### config.mk
export PLATFORM = sky130hd
export DESIGN_NAME = rapid_trigger_key_actuation
export DESIGN_NICKNAME = d
export VERILOG_FILES = /design/src/rtl/rtka_pkg.sv /design/src/rtl/rtka_ram.sv /design/src/rtl/rtka_update.sv /design/src/rtl/rapid_trigger_key_actuation.sv
export VERILOG_INCLUDE_DIRS = /design/src /design/src/rtl
export SDC_FILE = /design/constraint.sdc
export NUM_CORES = 1
export LEC_CHECK = 0
export ABC_CLOCK_PERIOD_IN_PS = 7350
export BUFFER_PORTS_ARGS = -buffer_cell sky130_fd_sc_hd__buf_2
export CAP_MARGIN = 20
export CORE_AREA = 2 2 303 275
export CTS_CLUSTER_DIAMETER = 40
export CTS_CLUSTER_SIZE = 28
export DETAILED_ROUTE_END_ITERATION = 16
export DIE_AREA = 0 0 305 277
export GPL_TIMING_DRIVEN = 1
export PLACE_DENSITY_LB_ADDON = 0.15
export SLEW_MARGIN = 5
export SYNTH_ARGS = -nofsm -noshare
export SYNTH_HDL_FRONTEND = slang
export SYNTH_HIERARCHICAL = 1
export SYNTH_SLANG_ARGS = --single-unit
### constraint.sdc
create_clock -name clk -period 7.35 [get_ports clk]
set_input_delay 0.3675 -clock clk [delete_from_list [all_inputs] [get_ports clk]]
set_output_delay 0.3675 -clock clk [all_outputs]
set_load 0.02 [all_outputs]
### src/rtl/rapid_trigger_key_actuation_defines.svh
// Assertion macros shared by the rapid-trigger key actuation RTL.
`ifndef RAPID_TRIGGER_KEY_ACTUATION_DEFINES_SVH
`define RAPID_TRIGGER_KEY_ACTUATION_DEFINES_SVH

`ifndef SYNTHESIS
// Property that must hold whenever its antecedent holds in the same cycle.
`define RTKA_ASSERT_SAME(label, clk, rst_n, ante, cons) \
    label: assert property (@(posedge clk) disable iff (!rst_n) (ante) |-> (cons)) \
        else $error("rapid trigger assertion failed");
// Property whose consequent must hold in the cycle after its antecedent.
`define RTKA_ASSERT_NEXT(label, clk, rst_n, ante, cons) \
    label: assert property (@(posedge clk) disable iff (!rst_n) (ante) |=> (cons)) \
        else $error("rapid trigger assertion failed");
`else
`define RTKA_ASSERT_SAME(label, clk, rst_n, ante, cons)
`define RTKA_ASSERT_NEXT(label, clk, rst_n, ante, cons)
`endif

`endif

### src/rtl/rtka_pkg.sv
// Shared types and constants of the rapid-trigger key actuation block.
package rtka_pkg;

    // Field widths of the sample and result transfers.
    localparam int KEY_W  = 6;
    localparam int DIST_W = 8;
    localparam int DIR_W  = 2;

    // Stream data widths, padded to whole bytes.
    localparam int IN_TDATA_W  = 40;
    localparam int OUT_TDATA_W = 16;

    // Mask for the continuous flag.
    localparam logic CONTINUOUS_BIT = 1'b1;

    // Rapid-trigger direction codes.
    typedef enum logic [DIR_W-1:0] {
        DIR_INACTIVE = 2'd0,
        DIR_DOWN     = 2'd1,
        DIR_UP       = 2'd2
    } dir_t;

    // Per-key state as held in the state memory.
    typedef struct packed {
        logic              pressed;
        logic [DIST_W-1:0] extremum;
        dir_t              direction;
    } key_entry_t;

    localparam int STATE_W = $bits(key_entry_t);

    // Settings that come with each sample.
    typedef struct packed {
        logic [DIST_W-1:0] travel;
        logic [DIST_W-1:0] trip_point;
        logic [DIST_W-1:0] press_delta;
        logic [DIST_W-1:0] release_delta;
        logic              continuous;
    } sample_t;

endpackage

### src/rtl/rtka_ram.sv
// Generic single-port-write, single-port-read RAM with registered read data.
module rtka_ram #(
    parameter int WIDTH = 8,
    parameter int DEPTH = 64,
    parameter int AW    = (DEPTH > 1) ? $clog2(DEPTH) : 1
) (
    input  logic             clk,
    input  logic             we,
    input  logic [AW-1:0]    waddr,
    input  logic [WIDTH-1:0] wdata,
    input  logic             re,
    input  logic [AW-1:0]    raddr,
    output logic [WIDTH-1:0] rdata
);

    logic [WIDTH-1:0] mem [DEPTH];
    logic [WIDTH-1:0] rdata_reg;

    // Write port and registered read port; a read of the address being
    // written returns the old contents.
    always_ff @(posedge clk)
    begin
        if (we)
        begin
            mem[waddr] <= wdata;
        end
        if (re)
        begin
            rdata_reg <= mem[raddr];
        end
    end

    assign rdata = rdata_reg;

endmodule

### src/rtl/rtka_update.sv
// Next-state logic of one key: standard threshold mode and the rapid-trigger machine.
module rtka_update (
    input  rtka_pkg::key_entry_t cur_state,
    input  rtka_pkg::sample_t    sample,
    output rtka_pkg::key_entry_t next_state
);
    import rtka_pkg::*;

    logic [DIST_W-1:0] release_floor;
    logic [DIST_W-1:0] release_step;
    logic              at_reset_point;
    logic              release_hit;
    logic [DIST_W:0]   press_sum;
    logic              press_hit;

    // Reset point and release step follow the per-key settings.
    assign release_floor  = ((sample.continuous & CONTINUOUS_BIT) != 1'b0) ?
                            '0 : sample.trip_point;
    assign release_step   = (sample.release_delta != '0) ?
                            sample.release_delta : sample.press_delta;
    assign at_reset_point = (sample.travel <= release_floor);

    // Came back up far enough from the deepest point.
    assign release_hit = (cur_state.extremum >= release_step) &&
                         (sample.travel <= (cur_state.extremum - release_step));

    // Went down far enough from the shallowest point; the sum does not wrap.
    assign press_sum = {1'b0, cur_state.extremum} + {1'b0, sample.press_delta};
    assign press_hit = (press_sum <= {1'b0, sample.travel});

    always_comb
    begin
        next_state = cur_state;
        if (sample.press_delta == '0)
        begin
            // Standard mode keeps the extremum and goes inactive.
            next_state.pressed   = (sample.travel >= sample.trip_point);
            next_state.direction = DIR_INACTIVE;
        end
        else
        begin
            case (cur_state.direction)
                DIR_DOWN:
                begin
                    if (at_reset_point)
                    begin
                        next_state.extremum  = sample.travel;
                        next_state.direction = DIR_INACTIVE;
                        next_state.pressed   = 1'b0;
                    end
                    else if (release_hit)
                    begin
                        next_state.extremum  = sample.travel;
                        next_state.direction = DIR_UP;
                        next_state.pressed   = 1'b0;
                    end
                    else if (sample.travel > cur_state.extremum)
                    begin
                        next_state.extremum = sample.travel;
                    end
                end
                DIR_UP:
                begin
                    if (at_reset_point)
                    begin
                        next_state.extremum  = sample.travel;
                        next_state.direction = DIR_INACTIVE;
                        next_state.pressed   = 1'b0;
                    end
                    else if (press_hit)
                    begin
                        next_state.extremum  = sample.travel;
                        next_state.direction = DIR_DOWN;
                        next_state.pressed   = 1'b1;
                    end
                    else if (sample.travel < cur_state.extremum)
                    begin
                        next_state.extremum = sample.travel;
                    end
                end
                default:
                begin
                    // Inactive, and the unused code treated the same way.
                    if (sample.travel > sample.trip_point)
                    begin
                        next_state.extremum  = sample.travel;
                        next_state.direction = DIR_DOWN;
                        next_state.pressed   = 1'b1;
                    end
                end
            endcase
        end
    end

endmodule

### src/rtl/rapid_trigger_key_actuation.sv
// Rapid-trigger key actuation: per-key state memory with read-modify-write pipeline.
//
// The block takes one key sample per clock cycle while the output side is not stalled
// and returns one result per sample, in order, through stage 1 and the output register.
// Per-key state (direction, extremum, pressed) lives in one synchronous RAM of
// KEY_COUNT entries; the registered read of that RAM sets the depth of the pipeline, and a
// forwarding path from the write of the previous sample keeps back-to-back samples
// of the same key exact. Reset clears the state at once through one valid flag per
// key, so there is no clearing pass. Samples for a key number at or above KEY_COUNT
// change no state and report the key released and inactive.
`include "rapid_trigger_key_actuation_defines.svh"

module rapid_trigger_key_actuation #(
    parameter int KEY_COUNT = 64
) (
    input  logic                             clk,
    input  logic                             rst_n,
    // tdata: key_index[5:0], travel[13:6], trip_point[21:14],
    // press_delta[29:22], release_delta[37:30], continuous[38], zero[39]
    input  logic                             s_axis_tvalid,
    output logic                             s_axis_tready,
    input  logic [rtka_pkg::IN_TDATA_W-1:0]  s_axis_tdata,
    // tdata: key_out[5:0], pressed[6], direction[8:7], zero[15:9]
    output logic                             m_axis_tvalid,
    input  logic                             m_axis_tready,
    output logic [rtka_pkg::OUT_TDATA_W-1:0] m_axis_tdata
);
    import rtka_pkg::*;

    localparam int AW = (KEY_COUNT > 1) ? $clog2(KEY_COUNT) : 1;

    // Input field split.
    logic [KEY_W-1:0]    in_key;
    sample_t             in_sample;
    logic [KEY_W+AW-1:0] in_key_wide;
    logic [AW-1:0]       in_addr;
    logic                in_range;
    logic                in_xfer;

    // Stage 1: sample waiting for its state read.
    logic                s1_valid_reg;
    logic [KEY_W-1:0]    s1_key_reg;
    logic [AW-1:0]       s1_addr_reg;
    logic                s1_range_reg;
    sample_t             s1_sample_reg;
    logic                s1_init_reg;
    logic                s1_fwd_hit_reg;
    key_entry_t          s1_fwd_state_reg;
    logic                s1_adv;
    logic                s1_we;

    // State memory and per-key valid flags.
    logic [KEY_COUNT-1:0] key_valid_reg;
    logic [KEY_COUNT-1:0] key_valid_next;
    logic [STATE_W-1:0]   ram_rdata;
    key_entry_t           cur_state;
    key_entry_t           next_state;

    // Output register.
    logic             out_valid_reg;
    logic [KEY_W-1:0] out_key_reg;
    logic             out_pressed_reg;
    dir_t             out_dir_reg;

    assign in_key                    = s_axis_tdata[5:0];
    assign in_sample.travel          = s_axis_tdata[13:6];
    assign in_sample.trip_point      = s_axis_tdata[21:14];
    assign in_sample.press_delta     = s_axis_tdata[29:22];
    assign in_sample.release_delta   = s_axis_tdata[37:30];
    assign in_sample.continuous      = s_axis_tdata[38];

    // Map the key number onto the memory address.
    assign in_key_wide = {{AW{1'b0}}, in_key};
    assign in_addr     = in_key_wide[AW-1:0];
    assign in_range    = ({3'b000, in_key} < 9'(KEY_COUNT));

    // Handshake: stage 1 moves on whenever the output register is free or drained.
    assign s1_adv        = !out_valid_reg || m_axis_tready;
    assign s_axis_tready = !s1_valid_reg || s1_adv;
    assign in_xfer       = s_axis_tvalid && s_axis_tready;
    assign s1_we         = s1_valid_reg && s1_adv && s1_range_reg;

    rtka_ram #(
        .WIDTH (STATE_W),
        .DEPTH (KEY_COUNT),
        .AW    (AW)
    ) u_state_ram (
        .clk   (clk),
        .we    (s1_we),
        .waddr (s1_addr_reg),
        .wdata (next_state),
        .re    (in_xfer && in_range),
        .raddr (in_addr),
        .rdata (ram_rdata)
    );

    // Current state: forwarded write, reset value for a key never written, or memory.
    always_comb
    begin
        if (s1_fwd_hit_reg)
        begin
            cur_state = s1_fwd_state_reg;
        end
        else if (!s1_init_reg)
        begin
            cur_state           = '0;
            cur_state.direction = DIR_INACTIVE;
        end
        else
        begin
            cur_state = key_entry_t'(ram_rdata);
        end
    end

    rtka_update u_update (
        .cur_state  (cur_state),
        .sample     (s1_sample_reg),
        .next_state (next_state)
    );

    // Valid flag of a key is set by its first write.
    always_comb
    begin
        key_valid_next = key_valid_reg;
        if (s1_we)
        begin
            key_valid_next[s1_addr_reg] = 1'b1;
        end
    end

    // Control registers.
    always_ff @(posedge clk or negedge rst_n)
    begin
        if (!rst_n)
        begin
            s1_valid_reg  <= 1'b0;
            out_valid_reg <= 1'b0;
            key_valid_reg <= '0;
        end
        else
        begin
            key_valid_reg <= key_valid_next;
            if (in_xfer)
            begin
                s1_valid_reg <= 1'b1;
            end
            else if (s1_adv)
            begin
                s1_valid_reg <= 1'b0;
            end
            if (s1_valid_reg && s1_adv)
            begin
                out_valid_reg <= 1'b1;
            end
            else if (m_axis_tready)
            begin
                out_valid_reg <= 1'b0;
            end
        end
    end

    // Stage 1 payload, with the write of the same cycle captured for forwarding.
    always_ff @(posedge clk)
    begin
        if (in_xfer)
        begin
            s1_key_reg       <= in_key;
            s1_addr_reg      <= in_addr;
            s1_range_reg     <= in_range;
            s1_sample_reg    <= in_sample;
            s1_init_reg      <= in_range && key_valid_reg[in_addr];
            s1_fwd_hit_reg   <= in_range && s1_we && (s1_addr_reg == in_addr);
            s1_fwd_state_reg <= next_state;
        end
    end

    // Output payload; an out-of-range key reports released and inactive.
    always_ff @(posedge clk)
    begin
        if (s1_valid_reg && s1_adv)
        begin
            out_key_reg <= s1_key_reg;
            if (s1_range_reg)
            begin
                out_pressed_reg <= next_state.pressed;
                out_dir_reg     <= next_state.direction;
            end
            else
            begin
                out_pressed_reg <= 1'b0;
                out_dir_reg     <= DIR_INACTIVE;
            end
        end
    end

    assign m_axis_tvalid = out_valid_reg;
    assign m_axis_tdata  = {7'b0000000, out_dir_reg, out_pressed_reg, out_key_reg};

    // A key moving down is always pressed, a key moving up never is.
    `RTKA_ASSERT_SAME(a_down_pressed, clk, rst_n,
        out_valid_reg && (out_dir_reg == DIR_DOWN), out_pressed_reg)
    `RTKA_ASSERT_SAME(a_up_released, clk, rst_n,
        out_valid_reg && (out_dir_reg == DIR_UP), !out_pressed_reg)
    // Every sample transfer lands in stage 1.
    `RTKA_ASSERT_NEXT(a_xfer_to_s1, clk, rst_n, in_xfer, s1_valid_reg)
    // A result held back by the output side leaves its state write undone.
    `RTKA_ASSERT_SAME(a_write_on_advance, clk, rst_n,
        s1_we, s1_valid_reg && (!out_valid_reg || m_axis_tready))

endmodule

-- After elaboration in Yosys (flattened, before gate mapping)
Memory sizes are Yosys's and may differ from the RTL's. A register that Yosys moved wholly into a read port is not among the register bits.
Cells that the tools add are included.
- magnitude comparators: 11
- bitwise logic cells: 1
- equal/unequal tests: 3
- reductions and logical operators: 13
- add/subtract/negate cells: 2
- muxes and demuxes: 29
- operators by type and width (cell ; count):
    64-bit OR ; 1
    8-bit 2-to-1 mux ; 7
    11-bit 2-to-1 mux ; 5
    11-bit one-hot mux with 2 select lines ; 1
    8-bit >= comparator ; 2
    8-bit greater-than comparator ; 2
    8-bit less-or-equal comparator ; 2
    6-bit by 7-bit less-than comparator with 1-bit output (second input constant) ; 2
    1-bit 2-to-1 mux ; 11
    8-bit by 8-bit adder with 9-bit output ; 1
    9-bit by 8-bit less-or-equal comparator with 1-bit output ; 1
    8-bit zero test ; 1
    8-bit less-than comparator ; 1
    8-bit nonzero test ; 1
    8-bit subtractor ; 1
    1-bit binary-select mux with 6-bit select ; 1
    1-bit demux with 6-bit select ; 1
    6-bit equality test ; 1
    6-bit by 1-bit >= comparator with 1-bit output (second input constant) ; 1
    2-bit 2-to-1 mux ; 3
    1-bit logical AND ; 5
    2-bit nonzero test ; 2
    2-bit by 1-bit equality test with 1-bit output (second input constant) ; 1
    2-bit equality test (second input constant) ; 1
    2 further kinds ; 4
- RAM bits: 704
- flip-flop bits (word level): 127
- input port bits: 44
- word-level logic and storage cells: 77
- memories kept: 1
- memory list (memory ; words ; width ; rd ports ; clocked after memory_dff ; wr ports ; line ; RTL):
    u_state_ram.mem ; 64 ; 11 ; 1 ; 1 ; 1 ; rtka_ram.sv:16 ; logic [WIDTH-1:0] mem [DEPTH];

-- Longest topological paths before layout
- depth in word-level cells: 9
- depth in mapped cells: 21
- depth with buffers taken out: 21

-- Hierarchy
Netlist, hierarchy kept.
- by module, submodules not included (module ; times used ; cells each ; area an instance (um^2)):
    rtka_ram ; 1 ; 1279 ; 27596.5
    rapid_trigger_key_actuation ; 1 ; 312 ; 5056.1
    rtka_update ; 1 ; 272 ; 2037.0

-- Least setup slack after synthesis
Ideal clock, no wire load.
- path kind: register -> register
- start: register s1_init_reg
- end: register out_pressed_reg (data pin)
- required time: 6.614 ns
- stages on the path, launching flop included: 19
- path slack: 0.335 ns
- arrival time: 6.279 ns
- cell sequence: edfxtp_1 > nor2b_1 > clkbuf_1 > a22o_1 > ha_1 > fa_1 > a211oi_1 > nor2_2 > o21a_1 > nor2_1 > xnor2_1 > ha_1 > a211oi_1 > o211ai_1 > o221ai_1 > o211a_1 > and3_1 > nor3_1 > o31ai_1
- RTL lines (what ; line ; RTL):
    start: declaration ; rapid_trigger_key_actuation.sv:46 ; logic s1_init_reg;
    start signal: assignment ; rapid_trigger_key_actuation.sv:171 ; s1_init_reg <= in_range && key_valid_reg[in_addr];
    end signal: assignment ; rapid_trigger_key_actuation.sv:185 ; out_pressed_reg <= next_state.pressed;
    end: declaration ; rapid_trigger_key_actuation.sv:62 ; logic out_pressed_reg;

==> metrics.md <==
| Metric | Value |
|---|---|
| Outcome | `completed` |
| Detailed placer's ending HPWL | `49.8 mm` |
| Placed inst area | `36700 um2` |
| Max clock buf depth | `3` |
| Crit path cell chain | `nor2b_1 -> a22o_1 -> inv_1 -> ha_1 -> fa_1 -> nor2b_1 -> o21ai_2 -> nand2_1 -> a21o_1 -> a21oi_1 -> xor2_1 -> ha_1 -> nand2_1 -> o21ai_0 -> a21oi_1 -> o22ai_2 -> nand2_1 -> o311ai_4 -> o2bb2ai_4 -> buf_4` |
| Layout fillers | `6634` |
| IO Pins | `62` |
| Crit path largest cell delay | `830 ps` |
| Async S/R FF share, synth | `0.0784` |
| Final setup margin | `1180 ps` |
| R2R setup slack | `1180 ps` |
| DR WL/cell | `25.6 um` |
| NumNets Final | `2173` |
| Final Setup Violations | `0` |
| Initial DRC count | `1543` |
| Pleak | `14.0 nW` |
| Port Buffer Count | `53` |
| Register Area | `25000 um2` |
| FMAX | `162 MHz` |
| Synth area leader | `edfxtp_1` |
| Hold Crit Depth | `1` |
| Worst R2R Start | `s1_fwd_hit_reg` |
| Most frequent CP cell | `nand2_1` |
| Residual DRC count | `0` |
| Crit path kind | `reg2reg` |
| Switching share of power | `0.241` |
| Clk pin slew, worst setup/hold paths | `60 ps` |
| First-pass GRT wire length | `123 mm` |
| Hold Path Class | `in2reg` |
| Pin count of the biggest net entering global routing | `83` |
| Cts hold-fix bufs | `36` |
| Fin crit period | `6170 ps` |
| Final ANT Viol Nets | `0` |
| Setup Skew | `37.6 ps` |
| Syn avg cell area | `18.6 um2` |
| Least-Margin Pin Slew | `1040 ps` |
| Syn Std Cell Area | `34700 um2` |
| Register bit total from synthesis | `842` |
| Die area | `84500 um2` |
| Via Count | `18.2k` |
| CTS tree | `done` |
| Fin crit share | `0.840` |
| Synth Instances | `1863` |
| Footprint of the multi-input gates | `9300 um2` |
| DR vias/cell | `5.65` |
| Total routed wirelength | `82.5 mm` |
| Sequential share of the synthesized area | `0.719` |
| Dominant cells by area after synthesis | `edfxtp_1, mux4_2, dfrtp_1` |
| Synth top area share | `0.672` |
| Layout cell share with drive strength beyond 1 | `0.237` |
| R2R cell count | `20` |
| Slowest cell on crit path | `o311ai_4` |
| Number of synthesized flops with an enable pin | `776` |
| NetSw | `2.92 mW` |
| Total Routing Usage GR | `0.196` |
| Max-slew violations | `0` |
| Reg power frac | `0.469` |
| Clock power frac | `0.433` |
| Die W | `305 um` |
| Max-Cap Viols | `0` |
| Setup TNS Final | `0 ps` |
| Max FO, Critical Path | `40` |
| Tot Pwr | `12.1 mW` |
| DP Worst Slack | `1210 ps` |
| Final instance area | `40800 um2` |
| H-tree depth | `3` |
| Drt first pass iters | `5` |
| Critical Path End | `u_state_ram/mem[5][9]` |
| PD cells | `298 nW/um2` |
| TritonCTS Buffers | `110` |
| Placeable Area | `81700 um2` |
| Setup Fix Bufs, Post-CTS | `0` |
| Combinational fraction of design power | `0.098` |
| Largest register FFs | `704` |
| Synth Flop Type | `edfxtp_1` |
| Worst Path Required | `7740 ps` |
| Synth Warn # | `6` |
| RR Endpoint | `u_state_ram/mem[5][9]` |
| Final hold violation count | `0` |
| Worst-case vdd ir drop | `0.227 mV` |
| Initial antenna violation count | `5` |
| Clk root buf | `clkbuf_16` |
| Die height | `277 um` |
| RSZ-0062 raised after global routing | `no` |
| CP endpoint kind | `register` |
| Hold_ws | `246 ps` |
| Distinct cells, synth | `69` |
| Area Overhead vs Synth | `17.5%` |
| CTS Sinks | `842` |
| Clk_lat worst skew | `670 ps` |
| Crit start category | `register` |
| Antenna Cells | `0` |
| GPL Wtd Cong | `0.795` |
| Crit path DAT | `6560 ps` |
| Vias in the first global route | `18.9k` |
| Initial Util | `0.425` |
| Worst rel slew slack | `0.298` |
| Total grt overflow | `0` |
| CP startpoint | `s1_fwd_hit_reg` |
| Post_cts resized | `0` |
| Number of core rows | `100` |
| Int Power | `9.22 mW` |
-- power groups by stage --
stage	Combinational (mW)	Clock (mW)	Sequential, mW
2_1_floorplan	0.730	0	5.81
3_3_place_gp	1.15	0	5.79
3_5_place_dp	1.19	0	5.80
4_1_cts	1.21	5.36	5.70
5_1_grt	1.31	5.55	5.71
6_report	1.19	5.26	5.70
-- cell families after synthesis --
logic type / synth area share
flops: 0.719
compound gates: 0.0573
other cells: 0.000108
buf+inv: 0.0188
mux: 0.136
simple gates: 0.0420
fa+ha+maj: 0.0221
xor+xnor: 0.00429
-- synthesized netlist by cell type, types with 8 or more instances --
cell type    n
a22oi_1     12
nor4_1      12
ha_1        58
nand2_1     72
nor3_1       9
mux4_2     161
o2bb2ai_1    9
a31o_1      10
nand4_1     11
nand3_1     19
o21ai_0     22
a221oi_1    21
nor2_1      86
buf_1       12
nor2b_1     30
nand2b_1    16
a32o_1      10
dfrtp_1     66
o21bai_1    66
buf_4       16
a21o_1      11
xor2_1       9
clkbuf_1    36
a21oi_1     36
edfxtp_1   776
inv_1       36
a22o_1      10
mux2i_1     74
mux4_1      13
a211oi_1    17
buf_2       24
o22ai_1     12
xnor2_1      8
-- routing by layer --
metal | vias up | part of all wire | GRT usage
li1 | 8022 | - | -
met1 | 9625 | 0.44 | 0.272
met2 | 471 | 0.50 | 0.325
met3 | 113 | 0.046 | 0.0305
met4 | 2 | 0.020 | 0.0515
met5 | - | 0.00017 | 0
-- worst min-delay path by stage --
stage                                 start           endpoint  slack, ps
after global routing        s_axis_tdata[2]     s1_addr_reg[2]        240
final                       s_axis_tdata[2]     s1_addr_reg[2]        250
after global placement    key_valid_reg[62]  key_valid_reg[62]        450
after floorplan                       rst_n   key_valid_reg[0]         70
after detailed placement  key_valid_reg[15]  key_valid_reg[15]        450
after CTS                   s_axis_tdata[2]     s1_addr_reg[2]        230
-- critical path: cells and delay by family (launching register included) --
family / cells / cell delay [ps]
AOI/OAI and AO/OA: 9 / 2440
and+or+nand+nor: 5 / 1080
adders and majority gates: 3 / 980
buffers and inverters: 2 / 590
DFF: 1 / 570
xor gates and xnor gates: 1 / 160
-- layout by cell type (no fill, tap or decap), drive strengths merged, types with 11 or more instances in the layout --
master	count
nand2	72
clkinv	34
nor4	12
a221oi	23
nand2b	16
clkinvlp	14
nand3	19
a22oi	12
dlygate4sd3	36
a211oi	17
inv	53
a21o	11
o22ai	13
nor2	87
dfrtp	66
buf	147
mux4	174
bufinv	11
ha	58
nor2b	30
o21bai	66
nand4	11
a21oi	36
edfxtp	776
mux2i	74
o21ai	25
clkbuf	126
-- per-stage QoR --
| step | util | std cells |
|---|---|---|
| global placement | 0.447 | 2966 |
| floorplan | - | 1869 |
| finish | 0.499 | 3228 |
| detailed placement | 0.449 | 2984 |
| CTS | 0.498 | 3220 |
| global route | 0.499 | 3228 |
-- layout make-up --
type | instances | area share
clock buffer | 125 | 0.0694
clock inverter | 75 | 0.0199
inverter | 37 | 0.00341
multi-input combinational | 894 | 0.228
sequential | 842 | 0.612
tap | 1071 | 0.0329
timing repair buffer | 184 | 0.0339
No activity file was read; power rests on OpenSTA's default activity.
